**src/hdl/audio_compressor_attack_hold_release_unit_defines.svh**
```systemverilog
// Assertion macros shared by the compressor RTL.
// No dependencies; included by files that carry concurrent checks.
`ifndef AUDIO_COMPRESSOR_ATTACK_HOLD_RELEASE_UNIT_DEFINES_SVH
`define AUDIO_COMPRESSOR_ATTACK_HOLD_RELEASE_UNIT_DEFINES_SVH

// Same-cycle implication, disabled in reset.
`define ACHR_ASSERT_NOW(lbl, ck, rs, ante, cons, msg) \
  lbl: assert property (@(posedge ck) disable iff (rs) (ante) |-> (cons)) \
    else $error(msg);

// Next-cycle implication, disabled in reset.
`define ACHR_ASSERT_NEXT(lbl, ck, rs, ante, cons, msg) \
  lbl: assert property (@(posedge ck) disable iff (rs) (ante) |=> (cons)) \
    else $error(msg);

`endif

```
**src/hdl/achr_pkg.sv**
```systemverilog
// Types and constants for the attack/hold/release compressor.
// No dependencies; used by every module of the block.
`default_nettype none

package achr_pkg;

  localparam int SAMPLE_W       = 32;
  localparam int GAIN_FRAC_BITS = 24;
  localparam int GAIN_W         = GAIN_FRAC_BITS + 2;
  localparam int STEP_W         = 25;
  localparam int LEN_W          = 20;
  localparam int CFG_INDEX_W    = 3;
  localparam int CFG_DATA_W     = 32;

  typedef logic [GAIN_W-1:0] gain_t;

  localparam gain_t GAIN_ONE = {2'b01, {GAIN_FRAC_BITS{1'b0}}};
  localparam gain_t GAIN_MAX = {GAIN_W{1'b1}};

  localparam logic [SAMPLE_W-1:0] SAT_POS = {1'b0, {(SAMPLE_W-1){1'b1}}};
  localparam logic [SAMPLE_W-1:0] SAT_NEG = {1'b1, {(SAMPLE_W-1){1'b0}}};

  typedef enum logic [1:0] {
    MODE_IDLE    = 2'd0,
    MODE_ATTACK  = 2'd1,
    MODE_HOLD    = 2'd2,
    MODE_RELEASE = 2'd3
  } mode_t;

  typedef enum logic [CFG_INDEX_W-1:0] {
    REG_LEVEL_THRESHOLD   = 3'd0,
    REG_GAIN_FLOOR        = 3'd1,
    REG_ATTACK_GAIN_STEP  = 3'd2,
    REG_RELEASE_GAIN_STEP = 3'd3,
    REG_ATTACK_LENGTH     = 3'd4,
    REG_RELEASE_LENGTH    = 3'd5,
    REG_HOLD_LENGTH       = 3'd6
  } cfg_reg_t;

  typedef struct packed {
    logic [SAMPLE_W-1:0] level_threshold;
    logic [STEP_W-1:0]   gain_floor;
    logic [STEP_W-1:0]   attack_gain_step;
    logic [STEP_W-1:0]   release_gain_step;
    logic [LEN_W-1:0]    attack_length;
    logic [LEN_W-1:0]    release_length;
    logic [LEN_W-1:0]    hold_length;
  } cfg_t;

  localparam cfg_t CFG_RESET = '{
    level_threshold:   32'd214748365,
    gain_floor:        25'd8388608,
    attack_gain_step:  25'd2796,
    release_gain_step: 25'd4194,
    attack_length:     20'd3000,
    release_length:    20'd2000,
    hold_length:       20'd1000
  };

  typedef struct packed {
    logic signed [SAMPLE_W-1:0] left_sample;
    logic signed [SAMPLE_W-1:0] right_sample;
  } in_item_t;

  typedef struct packed {
    logic signed [SAMPLE_W-1:0] compressed_sample;
    logic signed [SAMPLE_W-1:0] mono_passthrough;
    logic [GAIN_W-1:0]          current_gain;
    logic [1:0]                 current_mode;
  } out_item_t;

  // mono mix stage result
  typedef struct packed {
    logic signed [SAMPLE_W-1:0] mono;
    logic [SAMPLE_W-1:0]        mag;
    logic                       neg;
  } mix_t;

  // everything the gain multiplier needs
  typedef struct packed {
    logic signed [SAMPLE_W-1:0] mono;
    logic [SAMPLE_W-1:0]        mag;
    logic                       neg;
    gain_t                      gain;
    mode_t                      mode;
  } apply_in_t;

endpackage

`default_nettype wire

```
**src/hdl/achr_mix.sv**
```systemverilog
// Stereo-to-mono mix and magnitude, one register stage.
// Depends on achr_pkg.
`default_nettype none

module achr_mix (
  input  wire logic              clk,
  input  wire logic              en,
  input  wire achr_pkg::in_item_t item,
  output achr_pkg::mix_t         mix
);

  logic signed [achr_pkg::SAMPLE_W-1:0] mono_c;
  logic [achr_pkg::SAMPLE_W-1:0]        mag_c;

  // halves cannot overflow when summed
  assign mono_c = (item.left_sample >>> 1) + (item.right_sample >>> 1);
  // most negative mono maps to 2^31 unsigned, which is exact
  assign mag_c  = mono_c[achr_pkg::SAMPLE_W-1] ? (achr_pkg::SAMPLE_W'(0) - $unsigned(mono_c))
                                               : $unsigned(mono_c);

  always_ff @(posedge clk) begin
    if (en) begin
      mix.mono <= mono_c;
      mix.mag  <= mag_c;
      mix.neg  <= mono_c[achr_pkg::SAMPLE_W-1];
    end
  end

endmodule

`default_nettype wire

```
**src/hdl/achr_ctrl.sv**
```systemverilog
// Mode controller: idle/attack/hold/release sequencing, countdown and gain.
// Depends on achr_pkg and the assertion macro header.
`default_nettype none
`include "audio_compressor_attack_hold_release_unit_defines.svh"

module achr_ctrl #(
  parameter int COUNT_BITS = 20
) (
  input  wire logic                          clk,
  input  wire logic                          rst,
  input  wire logic                          upd,
  input  wire logic [achr_pkg::SAMPLE_W-1:0] mag,
  input  wire achr_pkg::cfg_t                cfg,
  output achr_pkg::gain_t                    gain_next,
  output achr_pkg::mode_t                    mode_next
);

  localparam int SUM_W = achr_pkg::GAIN_W + 1;

  achr_pkg::mode_t        mode;
  logic [COUNT_BITS-1:0]  countdown;
  achr_pkg::gain_t        gain_value;

  achr_pkg::mode_t        mode_pre;
  logic [COUNT_BITS-1:0]  count_pre;
  logic [COUNT_BITS-1:0]  countdown_next;

  logic                   above;
  logic                   below;
  achr_pkg::gain_t        floor_g;
  achr_pkg::gain_t        astep_g;
  achr_pkg::gain_t        gain_dec;
  logic [SUM_W-1:0]       gain_sum;
  achr_pkg::gain_t        gain_inc;
  logic [COUNT_BITS-1:0]  att_len;
  logic [COUNT_BITS-1:0]  rel_len;
  logic [COUNT_BITS-1:0]  hold_len;
  logic                   att_go;
  logic                   rel_go;

  assign above    = mag > cfg.level_threshold;
  assign below    = mag < cfg.level_threshold;
  assign floor_g  = achr_pkg::gain_t'(cfg.gain_floor);
  assign astep_g  = achr_pkg::gain_t'(cfg.attack_gain_step);
  assign att_len  = COUNT_BITS'(cfg.attack_length);
  assign rel_len  = COUNT_BITS'(cfg.release_length);
  assign hold_len = COUNT_BITS'(cfg.hold_length);

  // saturating step arithmetic
  assign gain_dec = (gain_value > astep_g) ? (gain_value - astep_g) : '0;
  assign gain_sum = {1'b0, gain_value} + SUM_W'(cfg.release_gain_step);
  assign gain_inc = gain_sum[SUM_W-1] ? achr_pkg::GAIN_MAX
                                      : gain_sum[achr_pkg::GAIN_W-1:0];

  assign att_go = (count_pre != '0) && (gain_value > floor_g);
  assign rel_go = (count_pre != '0) && (gain_value < achr_pkg::GAIN_ONE);

  // level-driven transitions, applied before the per-mode step
  always_comb begin
    mode_pre  = mode;
    count_pre = countdown;
    if (above) begin
      if ((gain_value >= floor_g) &&
          (mode inside {achr_pkg::MODE_IDLE, achr_pkg::MODE_RELEASE})) begin
        mode_pre  = achr_pkg::MODE_ATTACK;
        count_pre = att_len;
      end
      if (mode_pre == achr_pkg::MODE_HOLD) begin
        count_pre = hold_len;
      end
    end
    if (below && (gain_value <= achr_pkg::GAIN_ONE) && (count_pre == '0) &&
        (mode_pre == achr_pkg::MODE_HOLD)) begin
      mode_pre  = achr_pkg::MODE_RELEASE;
      count_pre = rel_len;
    end
  end

  // next mode
  always_comb begin
    case (mode_pre)
      achr_pkg::MODE_ATTACK:  mode_next = att_go ? achr_pkg::MODE_ATTACK
                                                 : achr_pkg::MODE_HOLD;
      achr_pkg::MODE_HOLD:    mode_next = (count_pre != '0) ? achr_pkg::MODE_HOLD
                                                            : achr_pkg::MODE_RELEASE;
      achr_pkg::MODE_RELEASE: mode_next = rel_go ? achr_pkg::MODE_RELEASE
                                                 : achr_pkg::MODE_IDLE;
      default:                mode_next = achr_pkg::MODE_IDLE;
    endcase
  end

  // countdown and gain per mode
  always_comb begin
    countdown_next = count_pre;
    gain_next      = gain_value;
    case (mode_pre)
      achr_pkg::MODE_ATTACK: begin
        if (att_go) begin
          gain_next      = gain_dec;
          countdown_next = count_pre - COUNT_BITS'(1);
        end else begin
          countdown_next = hold_len;
        end
      end
      achr_pkg::MODE_HOLD: begin
        if (count_pre != '0) begin
          countdown_next = count_pre - COUNT_BITS'(1);
        end else begin
          countdown_next = rel_len;
        end
      end
      achr_pkg::MODE_RELEASE: begin
        if (rel_go) begin
          gain_next      = gain_inc;
          countdown_next = count_pre - COUNT_BITS'(1);
        end
      end
      default: begin
        if (gain_value < achr_pkg::GAIN_ONE) begin
          gain_next = achr_pkg::GAIN_ONE;
        end
      end
    endcase
  end

  always_ff @(posedge clk) begin
    if (rst) begin
      mode       <= achr_pkg::MODE_IDLE;
      countdown  <= '0;
      gain_value <= achr_pkg::GAIN_ONE;
    end else if (upd) begin
      mode       <= mode_next;
      countdown  <= countdown_next;
      gain_value <= gain_next;
    end
  end

  `ACHR_ASSERT_NEXT(a_hold_keeps_gain, clk, rst, upd && mode_next == achr_pkg::MODE_HOLD, gain_value == $past(gain_value), "gain changed on a step that ends in hold")
  `ACHR_ASSERT_NEXT(a_attack_no_raise, clk, rst, upd && mode_next == achr_pkg::MODE_ATTACK, gain_value <= $past(gain_value), "gain rose during attack")
  `ACHR_ASSERT_NEXT(a_idle_gain, clk, rst, upd && mode_next == achr_pkg::MODE_IDLE, gain_value == $past(gain_value) || gain_value == achr_pkg::GAIN_ONE, "idle step moved gain to a value other than unity")

endmodule

`default_nettype wire

```
**src/hdl/achr_apply.sv**
```systemverilog
// Gain multiply (registered product) and output saturation (result register).
// Depends on achr_pkg.
`default_nettype none

module achr_apply (
  input  wire logic                 clk,
  input  wire logic                 en_prod,
  input  wire logic                 en_out,
  input  wire achr_pkg::apply_in_t  src,
  output achr_pkg::out_item_t       item
);

  localparam int PROD_W = achr_pkg::SAMPLE_W + achr_pkg::GAIN_W;
  localparam int PM_W   = PROD_W - achr_pkg::GAIN_FRAC_BITS;

  logic [PROD_W-1:0]                     prod;
  logic                                  neg_q;
  logic signed [achr_pkg::SAMPLE_W-1:0]  mono_q;
  achr_pkg::gain_t                       gain_q;
  achr_pkg::mode_t                       mode_q;

  logic [PM_W-1:0]                       pm;
  logic                                  ovf;
  logic [achr_pkg::SAMPLE_W-1:0]         res;

  always_ff @(posedge clk) begin
    if (en_prod) begin
      prod   <= PROD_W'(src.mag) * PROD_W'(src.gain);
      neg_q  <= src.neg;
      mono_q <= src.mono;
      gain_q <= src.gain;
      mode_q <= src.mode;
    end
  end

  // truncation toward zero: scale the magnitude, then reapply the sign
  assign pm  = prod[PROD_W-1:achr_pkg::GAIN_FRAC_BITS];
  assign ovf = |pm[PM_W-1:achr_pkg::SAMPLE_W-1];

  always_comb begin
    if (neg_q) begin
      res = ovf ? achr_pkg::SAT_NEG
                : (achr_pkg::SAMPLE_W'(0) - pm[achr_pkg::SAMPLE_W-1:0]);
    end else begin
      res = ovf ? achr_pkg::SAT_POS : pm[achr_pkg::SAMPLE_W-1:0];
    end
  end

  always_ff @(posedge clk) begin
    if (en_out) begin
      item.compressed_sample <= $signed(res);
      item.mono_passthrough  <= mono_q;
      item.current_gain      <= gain_q;
      item.current_mode      <= mode_q;
    end
  end

endmodule

`default_nettype wire

```
**src/hdl/audio_compressor_attack_hold_release_unit.sv**
```systemverilog
// Throughput: one item per cycle while out_stall is low; back-pressure stalls the input.
// The mode/countdown/gain loop closes in a single stage.
// Pipeline: input register, mono mix, controller, gain product, saturated result register.
// Reset (rst, synchronous): config registers to defaults, mode idle, countdown 0,
// gain 1.0, all stage valids cleared.
// Depends on achr_pkg, achr_mix, achr_ctrl, achr_apply and the assertion macro header.
`default_nettype none
`include "audio_compressor_attack_hold_release_unit_defines.svh"

module audio_compressor_attack_hold_release_unit #(
  parameter int COUNT_BITS = 20
) (
  input  wire logic                             clk,
  input  wire logic                             rst,

  // configuration write port
  input  wire logic                             cfg_wr_en,
  input  wire logic [achr_pkg::CFG_INDEX_W-1:0] cfg_index,
  input  wire logic [achr_pkg::CFG_DATA_W-1:0]  cfg_data,

  // stereo frame in
  input  wire logic                             in_valid,
  output logic                                  in_stall,
  input  wire achr_pkg::in_item_t               in_data,

  // compressed result out
  output logic                                  out_valid,
  input  wire logic                             out_stall,
  output achr_pkg::out_item_t                   out_data
);

  // ---------------------------------------------------------------------------
  // Configuration registers. Unknown indexes are dropped.
  // ---------------------------------------------------------------------------
  achr_pkg::cfg_t cfg;

  always_ff @(posedge clk) begin
    if (rst) begin
      cfg <= achr_pkg::CFG_RESET;
    end else if (cfg_wr_en) begin
      case (achr_pkg::cfg_reg_t'(cfg_index))
        achr_pkg::REG_LEVEL_THRESHOLD:   cfg.level_threshold   <= cfg_data;
        achr_pkg::REG_GAIN_FLOOR:        cfg.gain_floor        <= cfg_data[achr_pkg::STEP_W-1:0];
        achr_pkg::REG_ATTACK_GAIN_STEP:  cfg.attack_gain_step  <= cfg_data[achr_pkg::STEP_W-1:0];
        achr_pkg::REG_RELEASE_GAIN_STEP: cfg.release_gain_step <= cfg_data[achr_pkg::STEP_W-1:0];
        achr_pkg::REG_ATTACK_LENGTH:     cfg.attack_length     <= cfg_data[achr_pkg::LEN_W-1:0];
        achr_pkg::REG_RELEASE_LENGTH:    cfg.release_length    <= cfg_data[achr_pkg::LEN_W-1:0];
        achr_pkg::REG_HOLD_LENGTH:       cfg.hold_length       <= cfg_data[achr_pkg::LEN_W-1:0];
        default: ;
      endcase
    end
  end

  // ---------------------------------------------------------------------------
  // Stage valids and back-pressure. Each stage loads when it is empty or the
  // next one moves, so bubbles close up and a waiting result does not block
  // the input until every stage is occupied.
  // ---------------------------------------------------------------------------
  logic s1_valid, s2_valid, s3_valid, s4_valid;
  logic s1_ready, s2_ready, s3_ready, s4_ready, s5_ready;

  assign s5_ready = !out_valid || !out_stall;
  assign s4_ready = !s4_valid  || s5_ready;
  assign s3_ready = !s3_valid  || s4_ready;
  assign s2_ready = !s2_valid  || s3_ready;
  assign s1_ready = !s1_valid  || s2_ready;
  assign in_stall = !s1_ready;

  always_ff @(posedge clk) begin
    if (rst) begin
      s1_valid  <= 1'b0;
      s2_valid  <= 1'b0;
      s3_valid  <= 1'b0;
      s4_valid  <= 1'b0;
      out_valid <= 1'b0;
    end else begin
      if (s1_ready) s1_valid  <= in_valid;
      if (s2_ready) s2_valid  <= s1_valid;
      if (s3_ready) s3_valid  <= s2_valid;
      if (s4_ready) s4_valid  <= s3_valid;
      if (s5_ready) out_valid <= s4_valid;
    end
  end

  // ---------------------------------------------------------------------------
  // Stage 1: input register
  // ---------------------------------------------------------------------------
  achr_pkg::in_item_t in_q;

  always_ff @(posedge clk) begin
    if (s1_ready && in_valid) begin
      in_q <= in_data;
    end
  end

  // ---------------------------------------------------------------------------
  // Stage 2: mono mix, magnitude and sign
  // ---------------------------------------------------------------------------
  achr_pkg::mix_t mix_q;

  achr_mix u_mix (
    .clk  (clk),
    .en   (s2_ready && s1_valid),
    .item (in_q),
    .mix  (mix_q)
  );

  // ---------------------------------------------------------------------------
  // Stage 3: controller. Its state advances exactly once per item, when the
  // item leaves stage 2; the updated gain and mode ride along with the item.
  // ---------------------------------------------------------------------------
  logic              ctrl_upd;
  achr_pkg::gain_t   gain_next;
  achr_pkg::mode_t   mode_next;
  achr_pkg::apply_in_t s3_q;

  assign ctrl_upd = s3_ready && s2_valid;

  achr_ctrl #(
    .COUNT_BITS (COUNT_BITS)
  ) u_ctrl (
    .clk       (clk),
    .rst       (rst),
    .upd       (ctrl_upd),
    .mag       (mix_q.mag),
    .cfg       (cfg),
    .gain_next (gain_next),
    .mode_next (mode_next)
  );

  always_ff @(posedge clk) begin
    if (ctrl_upd) begin
      s3_q.mono <= mix_q.mono;
      s3_q.mag  <= mix_q.mag;
      s3_q.neg  <= mix_q.neg;
      s3_q.gain <= gain_next;
      s3_q.mode <= mode_next;
    end
  end

  // ---------------------------------------------------------------------------
  // Stages 4 and 5: 32x26 product, then saturation into the result register
  // ---------------------------------------------------------------------------
  achr_apply u_apply (
    .clk     (clk),
    .en_prod (s4_ready && s3_valid),
    .en_out  (s5_ready && s4_valid),
    .src     (s3_q),
    .item    (out_data)
  );

  `ACHR_ASSERT_NOW(a_empty_out_no_stall, clk, rst, !out_valid, !in_stall, "input stalled with an empty result register")
  `ACHR_ASSERT_NOW(a_out_from_pipe, clk, rst, $rose(out_valid), $past(s4_valid), "result appeared without an item in the product stage")
  `ACHR_ASSERT_NOW(a_full_pipe_stalls, clk, rst, s1_valid && s2_valid && s3_valid && s4_valid && out_valid && out_stall, in_stall, "input taken while every stage is held")

endmodule

`default_nettype wire
```
**config.mk**
```make
export PLATFORM = sky130hd
export DESIGN_NAME = audio_compressor_attack_hold_release_unit
export DESIGN_NICKNAME = d
export VERILOG_FILES = /design/src/hdl/achr_pkg.sv /design/src/hdl/achr_mix.sv /design/src/hdl/achr_ctrl.sv /design/src/hdl/achr_apply.sv /design/src/hdl/audio_compressor_attack_hold_release_unit.sv
export VERILOG_INCLUDE_DIRS = /design/src /design/src/hdl
export SDC_FILE = /design/constraint.sdc
export NUM_CORES = 2
export LEC_CHECK = 0
export ABC_AREA = 1
export ABC_CLOCK_PERIOD_IN_PS = 21200
export BUFFER_PORTS_ARGS = -buffer_cell sky130_fd_sc_hd__buf_4
export CORE_ASPECT_RATIO = 0.75
export CORE_UTILIZATION = 55
export CTS_BUF_LIST = sky130_fd_sc_hd__clkbuf_8 sky130_fd_sc_hd__clkbuf_16
export DETAILED_ROUTE_END_ITERATION = 8
export GPL_TIMING_DRIVEN = 0
export PLACE_DENSITY_LB_ADDON = 0.12
export SLEW_MARGIN = 0
export SYNTH_ARGS = -nofsm -noshare
export SYNTH_HDL_FRONTEND = slang
export SYNTH_SLANG_ARGS = --single-unit
```
**constraint.sdc**
```tcl
create_clock -name clk -period 21.2 [get_ports clk]
set_input_delay 3.18 -clock clk [delete_from_list [all_inputs] [get_ports clk]]
set_output_delay 3.18 -clock clk [all_outputs]
set_load 0.02 [all_outputs]
```
# Word level (Yosys, flattened, before mapping)
# Cells that the tools add are included.
[classes] n_addsub=6 n_mul=1 magnitude_cmp=7 eq_ne=12 muxes=26 reduce_logical=36
[ops] operator="two-way mux 20 bit" count=7
[ops] operator="two-way mux 26 bit" count=5
[ops] operator="two-way mux 32 bit" count=3
[ops] operator="one-hot mux 26 bit (3 select lines)" count=1
[ops] operator="subtractor 1 x 32 -> 32 bit, first input constant" count=2
[ops] operator="one-hot mux 20 bit (3 select lines)" count=1
[ops] operator="multiplier 32 x 26 -> 58 bit" count=1
[ops] operator="greater-than comparator 26 x 25 -> 1 bit" count=2
[ops] operator="adder 31 x 31 -> 32 bit" count=1
[ops] operator="greater-than comparator 32 bit" count=1
[ops] operator="less-than comparator 32 bit" count=1
[ops] operator="two-way mux 31 bit" count=1
[ops] operator="adder 26 x 25 -> 27 bit" count=1
[ops] operator="greater-or-equal comparator 26 x 25 -> 1 bit" count=1
[ops] operator="<= comparator 26 x 25 -> 1 bit, second input constant" count=1
[ops] operator="less-than comparator 26 x 25 -> 1 bit, second input constant" count=1
[ops] operator="subtractor 26 x 25 -> 26 bit" count=1
[ops] operator="logical NOT 20 bit" count=1
[ops] operator="nonzero test 20 bit" count=1
[ops] operator="subtractor 20 x 1 -> 20 bit, second input constant" count=1
[ops] operator="AND reduction 2 bit" count=7
[ops] operator="two-way mux 2 bit" count=6
[ops] operator="logical AND 1 bit" count=11
[ops] operator="equality test 2 bit, second input constant" count=5
[ops] operator="12 further kinds" count=25
[word_totals] regBits=653 inputBits=104 out_inout_bits=94 word_cells=123

# Longest topological paths before layout
[depth] ltp_word=16 mapped_depth=39 ltp_nobuf=37

# Cells and area by module
# Synthesis repeated with hierarchy kept, for this count alone.
[unflattened] cells_unflattened=7716 area_unflattened_um2=60609.4
[modules_own_cells] module="achr_apply" n_inst=1 cells_each=4242 area_each_um2=34947.3 seq_area_each_um2=5615.4
[modules_own_cells] module="audio_compressor_attack_hold_release_unit" n_inst=1 cells_each=972 area_each_um2=10870.4 seq_area_each_um2=8157.8
[modules_own_cells] module="achr_ctrl" n_inst=1 cells_each=1681 area_each_um2=9325.2 seq_area_each_um2=960.9
[modules_own_cells] module="achr_mix" n_inst=1 cells_each=821 area_each_um2=5466.5 seq_area_each_um2=1891.8

# Worst setup path before layout
# No wires, ideal clock.
[synth_path] path_type="in2reg" start="in out_stall" end="reg u_apply.item[0] (netlist name), enable pin" setup_time_ps=573 arrival_time_ps=7646 required_time_ps=20627 slack_ps=12981 cell_stages=1 path_buffers=0 path_cell_list="a21oi_1"
[synth_between] elab_chain_cells=3
[synth_lines] element="start: declaration" line="audio_compressor_attack_hold_release_unit.sv:28" source="input wire logic out_stall,"
[synth_lines] element="logical NOT 1 bit" line="audio_compressor_attack_hold_release_unit.sv:62" source="assign s5_ready = !out_valid || !out_stall;"
[synth_lines] element="logical OR 1 bit" line="audio_compressor_attack_hold_release_unit.sv:62"
[synth_lines] element="logical AND 1 bit" line="audio_compressor_attack_hold_release_unit.sv:147" source=".en_out (s5_ready && s4_valid),"
[synth_lines] element="end: declaration" line="achr_apply.sv:10" source="output achr_pkg::out_item_t item"
# Every way passes these cells.
# A chain may end at the register's enable or synchronous reset.

# Final worst setup path
[layout_path] start="reg s3_q[43] (netlist name)" end="reg u_apply.prod[55], data pin"
[layout_between] elab_chain_cells=1
[layout_lines] element="start: declaration" line="audio_compressor_attack_hold_release_unit.sv:115" source="achr_pkg::apply_in_t s3_q;"
[layout_lines] element="multiplier 32 x 26 -> 58 bit" line="achr_apply.sv:28" source="prod <= PROD_W'(src.mag) * PROD_W'(src.gain);"
[layout_lines] element="end signal: assignment" line="achr_apply.sv:28"
[layout_lines] element="end: declaration" line="achr_apply.sv:16" source="logic [PROD_W-1:0] prod;"
# Every way passes these cells.

==> parameters.txt <==
Parameter                              Value

Critical path
  Crit-path leading delay family ... adder cells
  Maximum net fanout on the critical path ... 10
  Classification of the worst setup path ... reg -> reg
  Worst EP required ... 21.68 ns
  Kind of start point of the critical path ... flop
  Most used cell along the critical path ... sky130_fd_sc_hd__fa_1
  Kind of end point of the critical path ... flop
  Master of the slowest instance on the critical path ... sky130_fd_sc_hd__clkbuf_1
  Critical path buffer and inverter count ... 5
  Data arrival time at the worst-slack endpoint ... 10.16 ns
  Highest cell delay on the worst timing path ... 0.86 ns

Logic synthesis
  Synthesized netlist cell count ... 6629
  Portion of the post-synthesis area used by sequential elements ... 0.292
  Number of distinct library cells after synthesis ... 55
  Cell area after synthesis ... 56400 um^2
  Ys flop type ... sky130_fd_sc_hd__edfxtp_1
  Post-Syn Nets ... 7790
  Average footprint of a synthesized cell ... 8.51 um^2
  Ys async rst share ... 0
  Post-synth EDFFs ... 402
  Area share of the leading cell type in the synthesized netlist ... 0.255
  Cell type with the largest total area after synthesis ... sky130_fd_sc_hd__fa_1
  Synth Register Bits ... 622
  Biggest area contributors in the synthesized netlist ... sky130_fd_sc_hd__fa_1, sky130_fd_sc_hd__edfxtp_1, sky130_fd_sc_hd__nand2_1
  Number of synthesis warnings ... 0

Global route
  Global-route wire length before repair ... 293000 um
  Fraction of met3 tracks used by global routing ... 0.184
  Met1 routing resource usage after global routing ... 0.596
  Antenna violations before repair ... 7
  Most Crowded Layer GR ... met1
  Vias in the first global route ... 44981
  Maximum number of pins on one net before global-route repair ... 69
  Remaining global-route overflow ... 0
  GRT Total Usage ... 0.390
  Global-route met2 utilization ... 0.488

Timing
  Relative slew slack ... 0.0973
  # setup viols final ... 0
  Transition at the pin with the smallest max-transition slack ... 1.35 ns
  Summed negative setup slack over all endpoints ... 0 ns
  Clock period minus worst slack ... 9.68 ns
  Number of max-slew violations in the final report ... 0
  Skew final ... 0.0645 ns
  Unrepaired setup endpoints after global routing ... no
  Final Cycle Share ... 0.457
  Fmax ... 103 MHz
  Final Hold Viols ... 0

Final layout
  Layout area overhead ... 10.1%
  Final nets ... 8062
  Share of cells above drive strength 1 ... 0.0594
  Most frequent cells in the layout ... sky130_fd_sc_hd__nand2_1, sky130_fd_sc_hd__inv_1, sky130_fd_sc_hd__fa_1
  Commonest non-fill, non-tap cell in the layout ... sky130_fd_sc_hd__nand2_1

Clock tree
  Count of cells resized by post-cts repair ... 0
  Num Clock Sinks ... 622
  Clock latency on the worst-skew pair ... 0.69 ns
  Reg clk slew, reported paths ... 0.07 ns
  TritonCTS clock tree ... built
  Number of buffers created by CTS ... 67
  Hold-fix buffer count after cts ... 0
  CTS H-Tree Depth ... 3
  Library cell used as clock root buffer ... sky130_fd_sc_hd__clkbuf_16
  Maximum root-to-sink buffer count ... 3
  Setup bufs post-CTS ... 0

Floorplanning
  Width of the die ... 372 um
  Area of the core ... 101000 um^2
  Die Footprint ... 104000 um^2
  Initial core utilization ... 0.556
  DIE HEIGHT ... 279 um
  Number of ports placed on the die boundary ... 198
  Number of standard-cell rows in the floorplan ... 101

Detailed routing
  DRC ... 0
  Number of search-and-repair iterations in the first detailed-routing pass ... 6
  Detailed-route via count ... 46997
  WL/cell ... 24.0 um
  Iteration-0 DRC count of the detailed router ... 6063
  Remaining antenna violation count ... 0
  Via-to-Cell Ratio ... 5.66
  Overall routed net length ... 199000 um

Place
  RD Place Congestion ... 1.05
  Port Buf Inserts ... 194
  DPL Wire Length ... 160000 um

Worst hold path
  Type of the most critical hold path ... reg -> reg

Run status
  Run status ... complete, no violations

Run
  Max cap viols ... 0
==> metal layers <==
layer / routed length, um / part of all wire
met5: 134 / 0.00067
met4: 5080 / 0.025
met3: 34800 / 0.17
met2: 72500 / 0.36
met1: 86800 / 0.44
==> metrics by stage <==
step / instance area, um^2 / utilization / cells / setup slack, ns / hold slack, ns
global route: 62100 / 0.612 / 8292 / 11.49 / 0.420
global placement: 59600 / 0.587 / 8162 / 8.92 / 0.400
detailed placement: 59800 / 0.589 / 8171 / 11.96 / 0.405
floorplan: 56400 / - / 6629 / 12.98 / 0.400
CTS: 62100 / 0.612 / 8292 / 11.91 / 0.399
finish: 62100 / 0.612 / 8298 / 11.52 / 0.397
==> synth_stat cells, types with 8 or more instances <==
cell type and n:
sky130_fd_sc_hd__nand2_1 1529, sky130_fd_sc_hd__inv_1 1441, sky130_fd_sc_hd__fa_1 720, sky130_fd_sc_hd__nor2_1 511
sky130_fd_sc_hd__edfxtp_1 402, sky130_fd_sc_hd__ha_1 337, sky130_fd_sc_hd__a21oi_1 263, sky130_fd_sc_hd__clkbuf_1 247
sky130_fd_sc_hd__o21ai_0 229, sky130_fd_sc_hd__dfxtp_1 220, sky130_fd_sc_hd__nand3_1 194, sky130_fd_sc_hd__xor2_1 90
sky130_fd_sc_hd__nand4_1 87, sky130_fd_sc_hd__xnor2_1 50, sky130_fd_sc_hd__o211ai_1 44, sky130_fd_sc_hd__nor3_1 30
sky130_fd_sc_hd__nand2_2 23, sky130_fd_sc_hd__a31oi_1 19, sky130_fd_sc_hd__inv_2 19, sky130_fd_sc_hd__nor4_1 14
sky130_fd_sc_hd__or2_2 14, sky130_fd_sc_hd__nand3b_1 12, sky130_fd_sc_hd__buf_2 11, sky130_fd_sc_hd__a21boi_0 10
sky130_fd_sc_hd__a21o_1 10, sky130_fd_sc_hd__o21a_1 9, sky130_fd_sc_hd__a211oi_1 8
==> kinds of logic after synthesis <==
group / share of synthesized area
AO/OA/AOI/OAI: 0.0612
XOR/XNOR: 0.0217
adder cells (fa/ha/maj): 0.330
buffers and inverters: 0.118
flip-flops: 0.292
AND/OR/NAND/NOR: 0.177
==> state kept, by name, indices dropped and copies added (netlist names), 32 cells and up <==
register	flops
cfg	167
in_q	62
u_apply.item	92
u_apply.prod	34
u_mix.mix	63
u_apply.mono_q	32
s3_q	91
==> cell type report <==
class	count	area (um^2)
Fill cell	8955	39400
Multi-Input combinational cell	4262	33300
Sequential cell	622	16500
Inverter	1468	5520
Clock buffer	72	1750
Tap cell	1339	1680
Timing Repair Buffer	203	1650
Buffer	277	1130
Clock inverter	49	581
Antenna cell	6	15.0
==> final timing paths <==
path         slack [ns]                 to  cells after the start  startpoint
min reg2reg        0.40  u_apply.mono_q[5]                      0    s3_q[66]
max               11.52   u_apply.prod[55]                     25    s3_q[43]
max reg2reg       11.52   u_apply.prod[55]                     25    s3_q[43]
min                0.40  u_apply.mono_q[5]                      0    s3_q[66]
Power is left out: the tool's default activity adds up to more than one toggle a clock period on the data nets, which glitch-free logic cannot reach.
